### src/sv/bsdm_pkg.sv
// Types, constants and codes shared by the bend sensor mapper modules.
`default_nettype none
package bsdm_pkg;

	localparam int SAMPLE_BITS = 16;
	localparam logic [15:0] SAMPLE_MASK =
		(SAMPLE_BITS >= 16) ? 16'hFFFF : 16'((32'd1 << SAMPLE_BITS) - 32'd1);

	localparam logic [16:0] CAL_MARGIN = 17'd1000;
	localparam int ALU_W = 34;
	localparam int DIV_STEPS = 16;
	localparam int MUL_STEPS = 17;
	localparam int CNT_W = 5;
	localparam logic [31:0] ACC_RESET = 32'h8000_0000;
	localparam logic [16:0] Q16_ONE = 17'h10000;
	localparam logic [31:0] ROUND_HALF = 32'h0000_8000;

	localparam logic [2:0] REG_ZERO_POINT = 3'd0;
	localparam logic [2:0] REG_IDLE_THRESHOLD = 3'd1;
	localparam logic [2:0] REG_OUTPUT_RANGE = 3'd2;
	localparam logic [2:0] REG_DAC_CENTER = 3'd3;
	localparam logic [2:0] REG_FILTER_ALPHA = 3'd4;

	typedef enum logic [1:0] {
		ST_IDLE = 2'd0,
		ST_UP = 2'd1,
		ST_DOWN = 2'd2
	} bend_st_t;

	typedef enum logic [3:0] {
		SQ_IDLE,
		SQ_CLASS,
		SQ_DIV,
		SQ_MUL1,
		SQ_TGT,
		SQ_DIFF,
		SQ_NEG,
		SQ_MUL2,
		SQ_ACC,
		SQ_CODE
	} seq_st_t;

	typedef struct packed {
		logic inv;
		logic cin;
	} alu_op_t;

endpackage
`default_nettype wire

### src/sv/bsdm_alu.sv
// Shared adder and subtractor used by the divide, multiply, target, filter and code steps of the mapper.
`default_nettype none
module bsdm_alu
	import bsdm_pkg::*;
(
	input  wire logic [ALU_W-1:0] a,
	input  wire logic [ALU_W-1:0] b,
	input  wire alu_op_t          op,
	output logic [ALU_W-1:0]      y
);

	logic [ALU_W-1:0] b_sel;

	always_comb begin
		b_sel = op.inv ? ~b : b;
		y = a + b_sel + {{(ALU_W-1){1'b0}}, op.cin};
	end

endmodule
`default_nettype wire

### src/sv/bend_sensor_to_dac_mapper.sv
// A calibration transfer is absorbed in its accept cycle and gives no result.
// A poll in the deadband or past the limits runs classify, target, difference, negate, a
// 17-step filter multiply, accumulate and code; a mapped poll adds a 16-step divide and
// a 17-step gain multiply, all on the single shared 34-bit adder, so polls never overlap.
// Reset (arst_n low, asynchronous) restores the registers and calibration state.
`default_nettype none
module bend_sensor_to_dac_mapper
	import bsdm_pkg::*;
(
	input  wire logic        clk,
	input  wire logic        arst_n,
	input  wire logic        cfg_we,
	input  wire logic [2:0]  cfg_addr,
	input  wire logic [16:0] cfg_wdata,
	input  wire logic        s_tvalid,
	output logic             s_tready,
	input  wire logic [15:0] s_tdata,   // [15:0] bend_sample
	input  wire logic        s_tuser,   // [0] action
	output logic             m_tvalid,
	input  wire logic        m_tready,
	output logic [31:0]      m_tdata,   // [15:0] dac_code, [31:16] active_sample
	output logic [3:0]       m_tuser    // [1:0] bend_state, [2] state_changed, [3] is_active
);

	// configuration
	logic [15:0] zero_q, thr_q, range_q, center_q;
	logic [16:0] alpha_q;

	// persistent state
	logic [15:0] max_q, min_q;
	logic signed [16:0] offset_q;
	logic [31:0] acc_q;
	bend_st_t cur_q, prev_q;

	// working registers
	seq_st_t st_q, st_nxt;
	logic [CNT_W-1:0] cnt_q;
	logic [15:0] s_q, dv_q, dsub_q, rem_q, work_q, t_q;
	logic [32:0] hi_q;
	logic [16:0] lo_q;
	logic [31:0] mcand_q, mag_q;
	logic neg_off_q, neg_q, active_q;

	// output register
	logic m_valid_q, chg_q, act_o_q;
	logic [15:0] code_q, samp_o_q;
	bend_st_t bst_o_q;

	// shared unit
	logic [ALU_W-1:0] alu_a, alu_b, alu_y;
	alu_op_t alu_op;

	bsdm_alu u_alu (
		.a  (alu_a),
		.b  (alu_b),
		.op (alu_op),
		.y  (alu_y)
	);

	logic in_acc, out_free, cnt_div_end, cnt_mul_end;
	logic [15:0] s_in;
	logic [16:0] hi_edge, lo_sum, alpha_c, off_mag, mul_lo_nxt;
	logic [32:0] mul_hi_nxt, step_q;
	logic [ALU_W-1:0] mul_sum;
	logic active_c, up_c, dn_c, qbit, rnd;
	logic [16:0] rem_sh;

	assign s_tready = (st_q == SQ_IDLE);
	assign in_acc = s_tvalid && s_tready;
	assign out_free = !m_valid_q || m_tready;
	assign cnt_div_end = (cnt_q == CNT_W'(DIV_STEPS - 1));
	assign cnt_mul_end = (cnt_q == CNT_W'(MUL_STEPS - 1));

	assign m_tvalid = m_valid_q;
	assign m_tdata = {samp_o_q, code_q};
	assign m_tuser = {act_o_q, chg_q, bst_o_q};

	always_comb begin
		s_in = s_tdata & SAMPLE_MASK;
		hi_edge = {1'b0, zero_q} + {1'b0, thr_q};
		lo_sum = {1'b0, s_q} + {1'b0, thr_q};
		active_c = ({1'b0, s_q} > hi_edge) || (lo_sum < {1'b0, zero_q});
		up_c = (s_q > zero_q) && (s_q < max_q);
		dn_c = (s_q < zero_q) && (s_q > min_q);
		alpha_c = alpha_q[16] ? Q16_ONE : alpha_q;
		off_mag = offset_q[16] ? (~offset_q + 17'd1) : offset_q;
		rem_sh = {rem_q, work_q[15]};
		qbit = !alu_y[ALU_W-1];
		mul_sum = lo_q[0] ? alu_y : {1'b0, hi_q};
		mul_hi_nxt = mul_sum[ALU_W-1:1];
		mul_lo_nxt = {mul_sum[0], lo_q[16:1]};
		step_q = {hi_q[31:0], lo_q[16]};
		rnd = |lo_q[15:0];
	end

	// next state
	always_comb begin
		st_nxt = st_q;
		unique case (st_q)
			SQ_IDLE:  if (in_acc && !s_tuser) st_nxt = SQ_CLASS;
			SQ_CLASS: st_nxt = (active_c && (up_c || dn_c)) ? SQ_DIV : SQ_TGT;
			SQ_DIV:   if (cnt_div_end) st_nxt = SQ_MUL1;
			SQ_MUL1:  if (cnt_mul_end) st_nxt = SQ_TGT;
			SQ_TGT:   st_nxt = SQ_DIFF;
			SQ_DIFF:  st_nxt = SQ_NEG;
			SQ_NEG:   st_nxt = SQ_MUL2;
			SQ_MUL2:  if (cnt_mul_end) st_nxt = SQ_ACC;
			SQ_ACC:   st_nxt = SQ_CODE;
			SQ_CODE:  if (out_free) st_nxt = SQ_IDLE;
			default:  st_nxt = SQ_IDLE;
		endcase
	end

	// operand selection for the shared unit
	always_comb begin
		alu_a = '0;
		alu_b = '0;
		alu_op = '{inv: 1'b0, cin: 1'b0};
		unique case (st_q) inside
			SQ_DIV: begin
				alu_a = ALU_W'(rem_sh);
				alu_b = ALU_W'(dv_q);
				alu_op = '{inv: 1'b1, cin: 1'b1};
			end
			SQ_MUL1, SQ_MUL2: begin
				alu_a = ALU_W'(hi_q);
				alu_b = ALU_W'(mcand_q);
			end
			SQ_TGT: begin
				alu_a = ALU_W'(center_q);
				alu_b = ALU_W'(off_mag);
				alu_op = '{inv: offset_q[16], cin: offset_q[16]};
			end
			SQ_DIFF: begin
				alu_a = ALU_W'({t_q, 16'h0000});
				alu_b = ALU_W'(acc_q);
				alu_op = '{inv: 1'b1, cin: 1'b1};
			end
			SQ_NEG: begin
				alu_a = ALU_W'(acc_q);
				alu_b = ALU_W'({t_q, 16'h0000});
				alu_op = '{inv: 1'b1, cin: 1'b1};
			end
			SQ_ACC: begin
				// Negative steps round away from zero, hence the carry only without a fraction.
				alu_a = ALU_W'(acc_q);
				alu_b = ALU_W'(step_q);
				alu_op = '{inv: neg_q, cin: neg_q && !rnd};
			end
			SQ_CODE: begin
				alu_a = ALU_W'(acc_q);
				alu_b = ALU_W'(ROUND_HALF);
			end
			default: begin
				alu_a = '0;
			end
		endcase
	end

	always_ff @(posedge clk or negedge arst_n) begin
		if (!arst_n) begin
			zero_q <= 16'd32768;
			thr_q <= 16'd512;
			range_q <= 16'd32767;
			center_q <= 16'd32768;
			alpha_q <= 17'd3277;
		end else if (cfg_we) begin
			unique case (cfg_addr)
				REG_ZERO_POINT:     zero_q <= cfg_wdata[15:0];
				REG_IDLE_THRESHOLD: thr_q <= cfg_wdata[15:0];
				REG_OUTPUT_RANGE:   range_q <= cfg_wdata[15:0];
				REG_DAC_CENTER:     center_q <= cfg_wdata[15:0];
				REG_FILTER_ALPHA:   alpha_q <= cfg_wdata;
				default:            ;
			endcase
		end
	end

	always_ff @(posedge clk or negedge arst_n) begin
		if (!arst_n) begin
			st_q <= SQ_IDLE;
			cnt_q <= '0;
			max_q <= 16'd0;
			min_q <= SAMPLE_MASK;
			offset_q <= '0;
			acc_q <= ACC_RESET;
			cur_q <= ST_IDLE;
			prev_q <= ST_IDLE;
			m_valid_q <= 1'b0;
		end else begin
			st_q <= st_nxt;
			if (st_q == SQ_CODE && out_free)
				m_valid_q <= 1'b1;
			else if (m_tready)
				m_valid_q <= 1'b0;
			unique case (st_q) inside
				SQ_IDLE: begin
					if (in_acc && s_tuser) begin
						if ({1'b0, s_in} > ({1'b0, zero_q} + CAL_MARGIN)) begin
							if (s_in > max_q)
								max_q <= s_in;
						end else if (({1'b0, s_in} + CAL_MARGIN) < {1'b0, zero_q}) begin
							if (s_in < min_q)
								min_q <= s_in;
						end
					end
				end
				SQ_CLASS: begin
					cnt_q <= '0;
					if (!active_c) begin
						cur_q <= ST_IDLE;
						offset_q <= '0;
					end else if (up_c) begin
						cur_q <= ST_UP;
					end else if (dn_c) begin
						cur_q <= ST_DOWN;
					end
				end
				SQ_DIV: begin
					cnt_q <= cnt_div_end ? '0 : cnt_q + 1'b1;
				end
				SQ_MUL1, SQ_MUL2: begin
					cnt_q <= cnt_mul_end ? '0 : cnt_q + 1'b1;
					if (st_q == SQ_MUL1 && cnt_mul_end)
						offset_q <= neg_off_q ? $signed(~mul_lo_nxt + 17'd1)
							: $signed(mul_lo_nxt);
				end
				SQ_ACC: begin
					acc_q <= alu_y[31:0];
				end
				SQ_CODE: begin
					if (out_free)
						prev_q <= cur_q;
				end
				default: ;
			endcase
		end
	end

	// payload and working registers
	always_ff @(posedge clk) begin
		unique case (st_q) inside
			SQ_IDLE: begin
				s_q <= s_in;
			end
			SQ_CLASS: begin
				active_q <= active_c;
				rem_q <= '0;
				work_q <= range_q;
				hi_q <= '0;
				neg_off_q <= up_c;
				if (up_c) begin
					dv_q <= max_q - zero_q;
					dsub_q <= s_q - zero_q;
				end else begin
					dv_q <= zero_q - min_q;
					dsub_q <= zero_q - s_q;
				end
			end
			SQ_DIV: begin
				rem_q <= qbit ? alu_y[15:0] : rem_sh[15:0];
				work_q <= {work_q[14:0], qbit};
				mcand_q <= {16'h0000, dsub_q};
				if (cnt_div_end)
					lo_q <= {1'b0, work_q[14:0], qbit};
			end
			SQ_MUL1, SQ_MUL2: begin
				hi_q <= mul_hi_nxt;
				lo_q <= mul_lo_nxt;
			end
			SQ_TGT: begin
				if (alu_y[ALU_W-1])
					t_q <= 16'h0000;
				else if (|alu_y[32:16])
					t_q <= 16'hFFFF;
				else
					t_q <= alu_y[15:0];
			end
			SQ_DIFF: begin
				neg_q <= alu_y[ALU_W-1];
				mag_q <= alu_y[31:0];
			end
			SQ_NEG: begin
				hi_q <= '0;
				lo_q <= alpha_c;
				mcand_q <= neg_q ? alu_y[31:0] : mag_q;
			end
			SQ_CODE: begin
				if (out_free) begin
					code_q <= alu_y[32] ? 16'hFFFF : alu_y[31:16];
					bst_o_q <= cur_q;
					chg_q <= (cur_q != prev_q);
					act_o_q <= active_q;
					samp_o_q <= active_q ? s_q : 16'h0000;
				end
			end
			default: ;
		endcase
	end

endmodule
`default_nettype wire

### config.mk
export PLATFORM = sky130hd
export DESIGN_NAME = bend_sensor_to_dac_mapper
export DESIGN_NICKNAME = d
export VERILOG_FILES = /design/src/sv/bsdm_pkg.sv /design/src/sv/bsdm_alu.sv /design/src/sv/bend_sensor_to_dac_mapper.sv
export SDC_FILE = /design/constraint.sdc
export NUM_CORES = 1
export LEC_CHECK = 0
export ABC_AREA = 0
export CORE_MARGIN = 5
export CORE_UTILIZATION = 45
export DETAILED_ROUTE_END_ITERATION = 8
export DONT_BUFFER_PORTS = 1
export GPL_ROUTABILITY_DRIVEN = 0
export GPL_TIMING_DRIVEN = 0
export PLACE_DENSITY = 0.56
export SYNTH_ARGS = -nofsm -noshare
export SYNTH_HDL_FRONTEND = slang
export SYNTH_SLANG_ARGS = --single-unit
### constraint.sdc
create_clock -name clk -period 16.2 [get_ports clk]
set_input_delay 1.62 -clock clk [delete_from_list [all_inputs] [get_ports clk]]
set_output_delay 1.62 -clock clk [all_outputs]
set_load 0.05 [all_outputs]
==> results of run 1 <==
cells by family after synthesis:
group	after synthesis
xor gates and xnor gates	180
muxes	179
and+or+nand+nor	802
adders and majority gates	263
DFF	425
buffers and inverters	275
AOI/OAI and AO/OA	682
worst max-delay path, stage by stage, from the launching register on:
cell	delay, ns
dfrtp_1	0.32
clkbuf_1	0.33
nand2b_1	0.24
or3_1	0.14
clkbuf_1	0.39
inv_1	0.21
clkbuf_1	0.29
clkbuf_2	0.51
a222oi_1	0.66
nand2_1	0.15
fa_1	0.51
fa_1	0.46
a211oi_1	0.35
o21a_1	0.27
nor4_1	0.08
a211oi_1	0.49
and2_1	0.26
xor2_1	0.31
inv_1	0.15
nor4_1	0.47
and3_1	0.24
buf_2	0.18
buf_2	0.23
a31oi_1	0.15
cell type report:
cell class / instances / area [µm²] / area share
Multi-Input combinational cell: 2106 / 15230 / 0.4891
Sequential cell: 425 / 11930 / 0.3833
Clock buffer: 61 / 1324 / 0.04252
Tap cell: 837 / 1047 / 0.03364
Inverter: 148 / 555.5 / 0.01784
Buffer: 127 / 514.2 / 0.01652
Clock inverter: 35 / 405.4 / 0.01302
Timing Repair Buffer: 7 / 125.1 / 0.004019
layer usage:
layer  share of wire  routed length [µm]
met2            0.47               43660
met5               0                   0
met4           0.042                3890
met3           0.067                6228
met1            0.42               38840
Yosys cell counts, types with 15 or more instances:
cell type | n | share of area
buf_1 | 17 | 0.0023
mux2_2 | 89 | 0.036
clkbuf_1 | 100 | 0.013
a31oi_1 | 31 | 0.0069
nand2_1 | 331 | 0.044
a22o_1 | 20 | 0.0062
nor3_1 | 50 | 0.0089
dfstp_2 | 42 | 0.039
o31ai_1 | 15 | 0.0040
nor2b_1 | 26 | 0.0058
a211oi_1 | 21 | 0.0056
a21o_1 | 62 | 0.017
xnor2_1 | 101 | 0.031
a21oi_1 | 147 | 0.026
and2_1 | 26 | 0.0058
o21ai_0 | 157 | 0.028
nand4_1 | 24 | 0.0053
xor2_1 | 79 | 0.025
dfrtp_1 | 134 | 0.12
nand3_1 | 58 | 0.010
o21a_1 | 23 | 0.0061
or3_1 | 32 | 0.0071
nand2b_1 | 25 | 0.0055
a222oi_1 | 61 | 0.022
a221oi_1 | 17 | 0.0053
edfxtp_1 | 249 | 0.27
o211ai_1 | 27 | 0.0072
mux2i_1 | 83 | 0.029
nor2_1 | 178 | 0.024
ha_1 | 255 | 0.11
inv_1 | 147 | 0.020
worst max-delay path by stage:
stage / to / from / cells after the start
after floorplan: t_q[10] / st_q[3] / 21
after global placement: t_q[12] / st_q[3] / 20
after detailed placement: t_q[12] / st_q[3] / 22
after CTS: t_q[12] / st_q[3] / 22
after global routing: t_q[12] / st_q[3] / 23
final: t_q[12] / st_q[3] / 23
registers in the layout (all words and copies together) (netlist names), 17 cells and up:
name and flops:
hi_q 33, lo_q 17, alpha_q 17, mag_q 32, offset_q 17, acc_q 32, mcand_q 32
report_power, final:
part | internal, µW | switching (µW) | leakage (µW)
logic | 606 | 1030 | 0.00771
clock network | 687 | 499 | 0.000821
registers | 1330 | 121 | 0.00444
total | 2630 | 1650 | 0.0130
per-stage QoR:
| step | setup slack (ns) | total power [µW] | cell area [µm²] |
|---|---|---|---|
| floorplan | 9.659 | 2558 | 28190 |
| global placement | 7.079 | 3025 | 29240 |
| detailed placement | 8.704 | 3060 | 29400 |
| CTS | 8.646 | 4259 | 31130 |
| global route | 8.184 | 4497 | 31130 |
| finish | 8.488 | 4273 | 31130 |
==> results.rst, run 1 <==
.. list-table::
   :header-rows: 1

   * - Metric
     - Value
   * - Number of buffer cells added on primary ports
     - 0
   * - Resize count post-CTS
     - 0
   * - Overflow after GRT
     - 0
   * - Clock root cell
     - clkbuf_16
   * - Total global-route track usage
     - 0.2681
   * - I/O pin cnt
     - 80
   * - Standard-cell row count
     - 91
   * - Antenna Nets Post-Route
     - 0
   * - Hold path cells
     - 2
   * - Required time of the critical path
     - approximately 17 ns
   * - Adder-Cell Fraction of Synth Area
     - 0.1189
   * - Main combinational cell family by area after synthesis
     - compound AO/OA/AOI/OAI gates
   * - Worst reg2reg setup slack
     - approximately 8.5 ns
   * - Overall routed net length
     - 92.61 mm
   * - Y dimension of the die
     - approximately 260 µm
   * - Wire length of the first global-routing pass
     - between 100 and 150 mm
   * - Number of hold violations in the final report
     - 0
   * - Fraction of synthesized area in multiplexers
     - 0.06875
   * - Reg-to-Reg End
     - t_q[12]
   * - Count of routing violations after the opening detailed-route iteration
     - about 2,400
   * - Die Area
     - approximately 68,000 µm²
   * - Static leakage
     - 0.01297 µW
   * - Layout net count
     - about 3,200
   * - Maximum clock path buffer count
     - 3
   * - Data arrival time at the worst-slack endpoint
     - 8.05 ns
   * - Hold path startpoint
     - range_q[15]
   * - Number of buffers created by CTS
     - 51
   * - Setup Viol. Count Final
     - 0
   * - Setup repair after global routing missed its margin
     - false
   * - Count of flip-flops with a built-in enable after synthesis
     - 249
   * - Placeable core region
     - between 60,000 and 70,000 µm²
   * - Count of maximum capacitance violations
     - 0
   * - Warnings from Yosys
     - 0
   * - Pin count of the biggest net entering global routing
     - ~180
   * - Async set or reset register ratio after synthesis
     - 0.4141
   * - Simple-gate share of the synthesized area
     - 0.1300
   * - CTS Hold Bufs
     - 0
   * - Number of detailed-route iterations in the first pass
     - 8
   * - Smallest hold slack
     - ~0.5 ns
   * - Main synth FF type
     - edfxtp_1
   * - Maximum ir drop on the vdd rail
     - 0.00009326 V
   * - Max-slew violation total from the final report
     - 0
   * - Met3 track utilization from global routing
     - 0.04450
   * - Worst reg2reg startpoint
     - st_q[3]
   * - Worst min path class
     - reg -> reg
   * - Ant diodes
     - 0
   * - Final standard cell utilization of the core
     - 0.5036
   * - Net Count, Synth
     - 3,111
   * - Critical path endpoint category
     - flop
   * - Worst-case clock skew
     - around 0.049 ns
   * - Run status
     - finished, final reports clean
   * - Setup Buffers After CTS
     - 0
   * - Number of vias after detailed routing
     - 22,680
   * - Leading cell type in the layout, fill and taps excluded
     - nand2_1
   * - CTS clk-pin slew, worst paths
     - ~0.060 ns
   * - Setup TNS Final
     - 0 ns
   * - Count of filler cells inserted in the layout
     - between 5,000 and 6,000
   * - Transition time at the pin with the least slew margin
     - 1.458 ns
   * - Sequential-to-total area share from yosys stat
     - 0.4233
   * - Slew headroom
     - 0.02070
   * - Instance count of the mapped netlist
     - between 2,000 and 3,000
   * - Clock Latency Late Sink
     - between 0.6 and 0.7 ns
   * - Antenna violations before repair
     - 6
   * - Grt met1 use
     - 0.3524
   * - Compound-Gate Fraction of Synth Area
     - 0.1652
   * - Post-route DRC
     - 0
   * - Hpwl dp
     - between 70 and 80 mm
   * - Number of standard cells in the final layout excluding fillers
     - 3,746
   * - Grt peak-use layer
     - met2
   * - Mean routed wirelength per cell
     - 24.72 µm
   * - TritonCTS clock tree
     - built
   * - Via count of the first global-routing pass
     - around 23,000
   * - Layout-stage area growth over the synthesis result
     - 10.43%
   * - Clock H-tree levels
     - 2
   * - Vias per Instance
     - just over 6
   * - Die W
     - 260.3 µm
   * - Post-Syn Area per Cell
     - between 10 and 15 µm²
   * - Post-Place Cells
     - ~3,700
   * - Min-Delay Endpoint
     - work_q[15]
   * - Crit start category
     - flop
   * - Depth of the most critical reg-to-reg path
     - 23
   * - Min Clock Period, post-route
     - a little under 8 ns
   * - Starting utilization of the core area
     - 0.4560
   * - CP max FO
     - 25
   * - Number of storage elements in the synthesis netlist
     - roughly 430
   * - Share of final-layout standard cells stronger than drive strength 1
     - 0.09110
   * - TritonCTS sink count
     - 425
   * - Met2 Usage GRT
     - 0.4464
   * - Unique masters post-synth
     - a little over 80
   * - Leading cell types in the layout, fill and taps excluded
     - nand2_1, ha_1, edfxtp_1
   * - Maximum clock rate
     - 129.7 MHz
   * - Mapped cell area
     - between 20,000 and 30,000 µm²
   * - Xor/xnor cell area share of the yosys netlist
     - 0.05592
   * - Kind of critical path
     - reg -> reg
   * - Part of the cycle the worst path needs
     - 0.4761
   * - Power per cell area
     - ~140 nW/µm²
No activity file was read; power rests on OpenSTA's default activity.
==> run 2, diff against run 1 <==
- clock period: 16.2 -> 7.5 ns (I/O delays scaled with it)
==> run 2 against run 1 <==
  * Flip-flop and latch count unchanged
  * Wire length increased by 1.2%
  * Clock power increased by 120%
  * First-iteration DRC count about the same
  * Count of clock-buffer cells in the layout unchanged
  * Critical path depth decreased by 3
  * Cell count about the same
  * Sequential share of layout area decreased by 0.11 points
  * Critical path type unchanged
  * Critical endpoint is now t_q[15]
==> results.rst, run 2 (synthesis gave the netlist of run 1 again) <==
.. list-table::
   :header-rows: 1

   * - Metric
     - Value
   * - Wire length of the first global-routing pass
     - 140.5 mm (+1.1%)
   * - Clock root cell
     - clkbuf_16
   * - CP max FO
     - 27 (+8.0%)
   * - Number of vias after detailed routing
     - 22,680 (-0.0088%)
   * - Placeable core region
     - 61,830 µm² (unchanged)
   * - Slew headroom
     - 0.03751 (+0.01681)
   * - Number of flip-flops under the largest register name
     - 33 (unchanged)
   * - Register containing the most flip-flops in the final layout
     - hi_q
   * - Reg-to-Reg End
     - t_q[15]
   * - Power per cell area
     - 297.0 nW/µm² (+120%)
   * - Crit start category
     - flop
   * - Pin count of the biggest net entering global routing
     - 135 (-24%)
   * - Maximum cell stage delay along the critical path
     - 0.69 ns (+0.03 ns)
   * - Data arrival time at the worst-slack endpoint
     - 7.42 ns (-0.63 ns)
   * - Ant diodes
     - 0 (unchanged)
   * - TritonCTS sink count
     - 425 (unchanged)
   * - Setup TNS Final
     - 0 ns (unchanged)
   * - Critical Path Slowest Stage Cell
     - clkbuf_1
   * - Number of detailed-route iterations in the first pass
     - 9 (+1)
   * - Standard-cell row count
     - 91 (unchanged)
   * - Starting utilization of the core area
     - 0.4560 (unchanged)
   * - Worst reg2reg startpoint
     - st_q[3]
   * - Min Clock Period, post-route
     - 7.092 ns (-0.6202 ns)
   * - Number of hold violations in the final report
     - 0 (unchanged)
   * - Mean routed wirelength per cell
     - 25.01 µm (+1.2%)
   * - Post-route DRC
     - 0 (unchanged)
   * - Kind of critical path
     - reg -> reg
   * - Layout-stage area growth over the synthesis result
     - 10.75%
   * - Storage element area
     - 11,930 µm² (unchanged)
   * - Final standard cell utilization of the core
     - 0.5050 (+0.001416)
   * - Critical path endpoint category
     - flop
   * - Die Area
     - 67,750 µm² (unchanged)
   * - Worst-case clock skew
     - 0.04492 ns (-0.004416 ns)
   * - CTS clk-pin slew, worst paths
     - 0.06 ns (about the same)
   * - Overall routed net length
     - 93.75 mm (+1.2%)
   * - Leading cell types in the layout, fill and taps excluded
     - nand2_1, ha_1, edfxtp_1
   * - Overflow after GRT
     - 0 (unchanged)
   * - Share of final-layout standard cells stronger than drive strength 1
     - 0.09413 (+0.003029)
   * - Total power consumption of the routed design
     - 9273 µW (+120%)
   * - Vias per Instance
     - 6.051 (about the same)
   * - Count of routing violations after the opening detailed-route iteration
     - 2,439 (-0.041%)
   * - Maximum ir drop on the vdd rail
     - 0.0002016 V (+120%)
   * - Clock Latency Late Sink
     - 0.64 ns (about the same)
   * - Antenna violations before repair
     - 6 (unchanged)
   * - Area of combinational cells with multiple inputs
     - 15,250 µm² (+0.13%)
   * - Part of the cycle the worst path needs
     - 0.9456 (+0.4695)
   * - Depth of the most critical reg-to-reg path
     - 20 (-13%)
   * - Hpwl dp
     - 70.92 mm (unchanged)
   * - Maximum clock rate
     - 141.0 MHz (+8.7%)
   * - Y dimension of the die
     - 260.3 µm (unchanged)
   * - Worst path cell trace
     - clkbuf_1 > nand2b_1 > nor2_1 > clkbuf_1 > clkbuf_2 > buf_12 > a222oi_1 > inv_1 > ha_1 > buf_2 > and3_1 > clkbuf_1 > nor4b_1 > nand2_1 > a31oi_1 > o31a_1 > mux2i_1 > nor2_1 > clkbuf_1 > a31oi_1
   * - Most common cell type on the critical path
     - clkbuf_1
   * - Leading cell type in the layout, fill and taps excluded
     - nand2_1
   * - Number of buffer cells added on primary ports
     - 0 (unchanged)
   * - Worst reg2reg setup slack
     - 0.41 ns (-8.08 ns)
   * - Run status
     - finished, final reports clean
   * - Setup Viol. Count Final
     - 0 (unchanged)
   * - Die W
     - 260.3 µm (unchanged)
   * - Total global-route track usage
     - 0.2717 (+0.003538)
   * - Count of maximum capacitance violations
     - 0 (unchanged)
   * - Count of filler cells inserted in the layout
     - 5,687 (-0.16%)
   * - Worst min path class
     - in -> async
   * - TritonCTS clock tree
     - built
   * - Transition time at the pin with the least slew margin
     - 1.433 ns (-0.02504 ns)
   * - I/O pin cnt
     - 80 (unchanged)
   * - Max-slew violation total from the final report
     - 0 (unchanged)
   * - Setup repair after global routing missed its margin
     - false
   * - Static leakage
     - 0.01301 µW (+0.32%)
   * - Required time of the critical path
     - 7.82 ns (-8.71 ns)
   * - Clock H-tree levels
     - 2 (unchanged)
   * - Antenna Nets Post-Route
     - 0 (unchanged)
   * - Layout net count
     - 3,173 (+0.063%)
   * - Maximum clock path buffer count
     - 3 (unchanged)
   * - Via count of the first global-routing pass
     - 22,640 (+0.40%)
   * - Number of buffers created by CTS
     - 51 (unchanged)
## run 2: final cells by class
type | instances | area share
clock inverter | 35 | 0.01298
multi-input combinational | 2106 | 0.4884
timing repair buffer | 10 | 0.006092
sequential | 425 | 0.3823
buffer | 126 | 0.01655
inverter | 148 | 0.01779
clock buffer | 61 | 0.04240
tap | 837 | 0.03354
## run 2: metrics by stage
step | instance area (µm²) | hold WS, ns | worst slack (ns) | instances
6_report | 31220 | 0.07741 | 0.4080 | 3748
5_1_grt | 31220 | 0.1460 | 0.07255 | 3748
4_1_cts | 31200 | 0.1516 | 0.1576 | 3749
3_5_place_dp | 29400 | 0.4743 | 0.004320 | 3650
3_3_place_gp | 29240 | 0.4719 | -1.621 | 3643
2_1_floorplan | 28190 | 0.4544 | 0.9589 | 2806
## run 2: power breakdown
group          internal, µW  leakage, µW  switching (µW)
registers              2880      0.00444             264
clock network          1480     0.000821            1080
logic                  1310      0.00775            2250
total                  5680       0.0130            3590
## run 2: how the worst max path moves through the flow
stage / start / to / slack (ns) / cells after the start
after floorplan: st_q[3] / t_q[10] / 0.96 / 21
after global placement: st_q[3] / t_q[12] / -1.62 / 20
after detailed placement: st_q[3] / t_q[12] / 0.004 / 22
after CTS: st_q[3] / t_q[12] / 0.16 / 23
after global routing: st_q[3] / t_q[12] / 0.07 / 22
final: st_q[3] / t_q[15] / 0.41 / 20
## run 2: repair_timing
action	in CTS	in global routing
hold buffers	3	0
setup buffers	0	0
cloned	0	0
hold endpoints to repair	134	0
pin swaps	0	1
setup endpoints to repair	7	23
gates resized for setup	2	7
## run 2: critical path, delay by kind of cell, from the launching register on
| family | cells | cell delay (ns) |
|---|---|---|
| AOI/OAI and AO/OA | 4 | 0.99 |
| adders and majority gates | 1 | 0.13 |
| buffers and inverters | 8 | 2.95 |
| DFF | 1 | 0.36 |
| muxes | 1 | 0.22 |
| and+or+nand+nor | 6 | 2.10 |
## run 2: metal layers
| layer | share of wire | vias to the layer above | global-route usage |
|---|---|---|---|
| met3 | 0.069 | 219 | 0.04247 |
| met2 | 0.47 | 898 | 0.4501 |
| li1 | - | 10460 | - |
| met4 | 0.042 | 0 | 0.1074 |
| met5 | 0 | - | 0 |
| met1 | 0.42 | 11100 | 0.3592 |
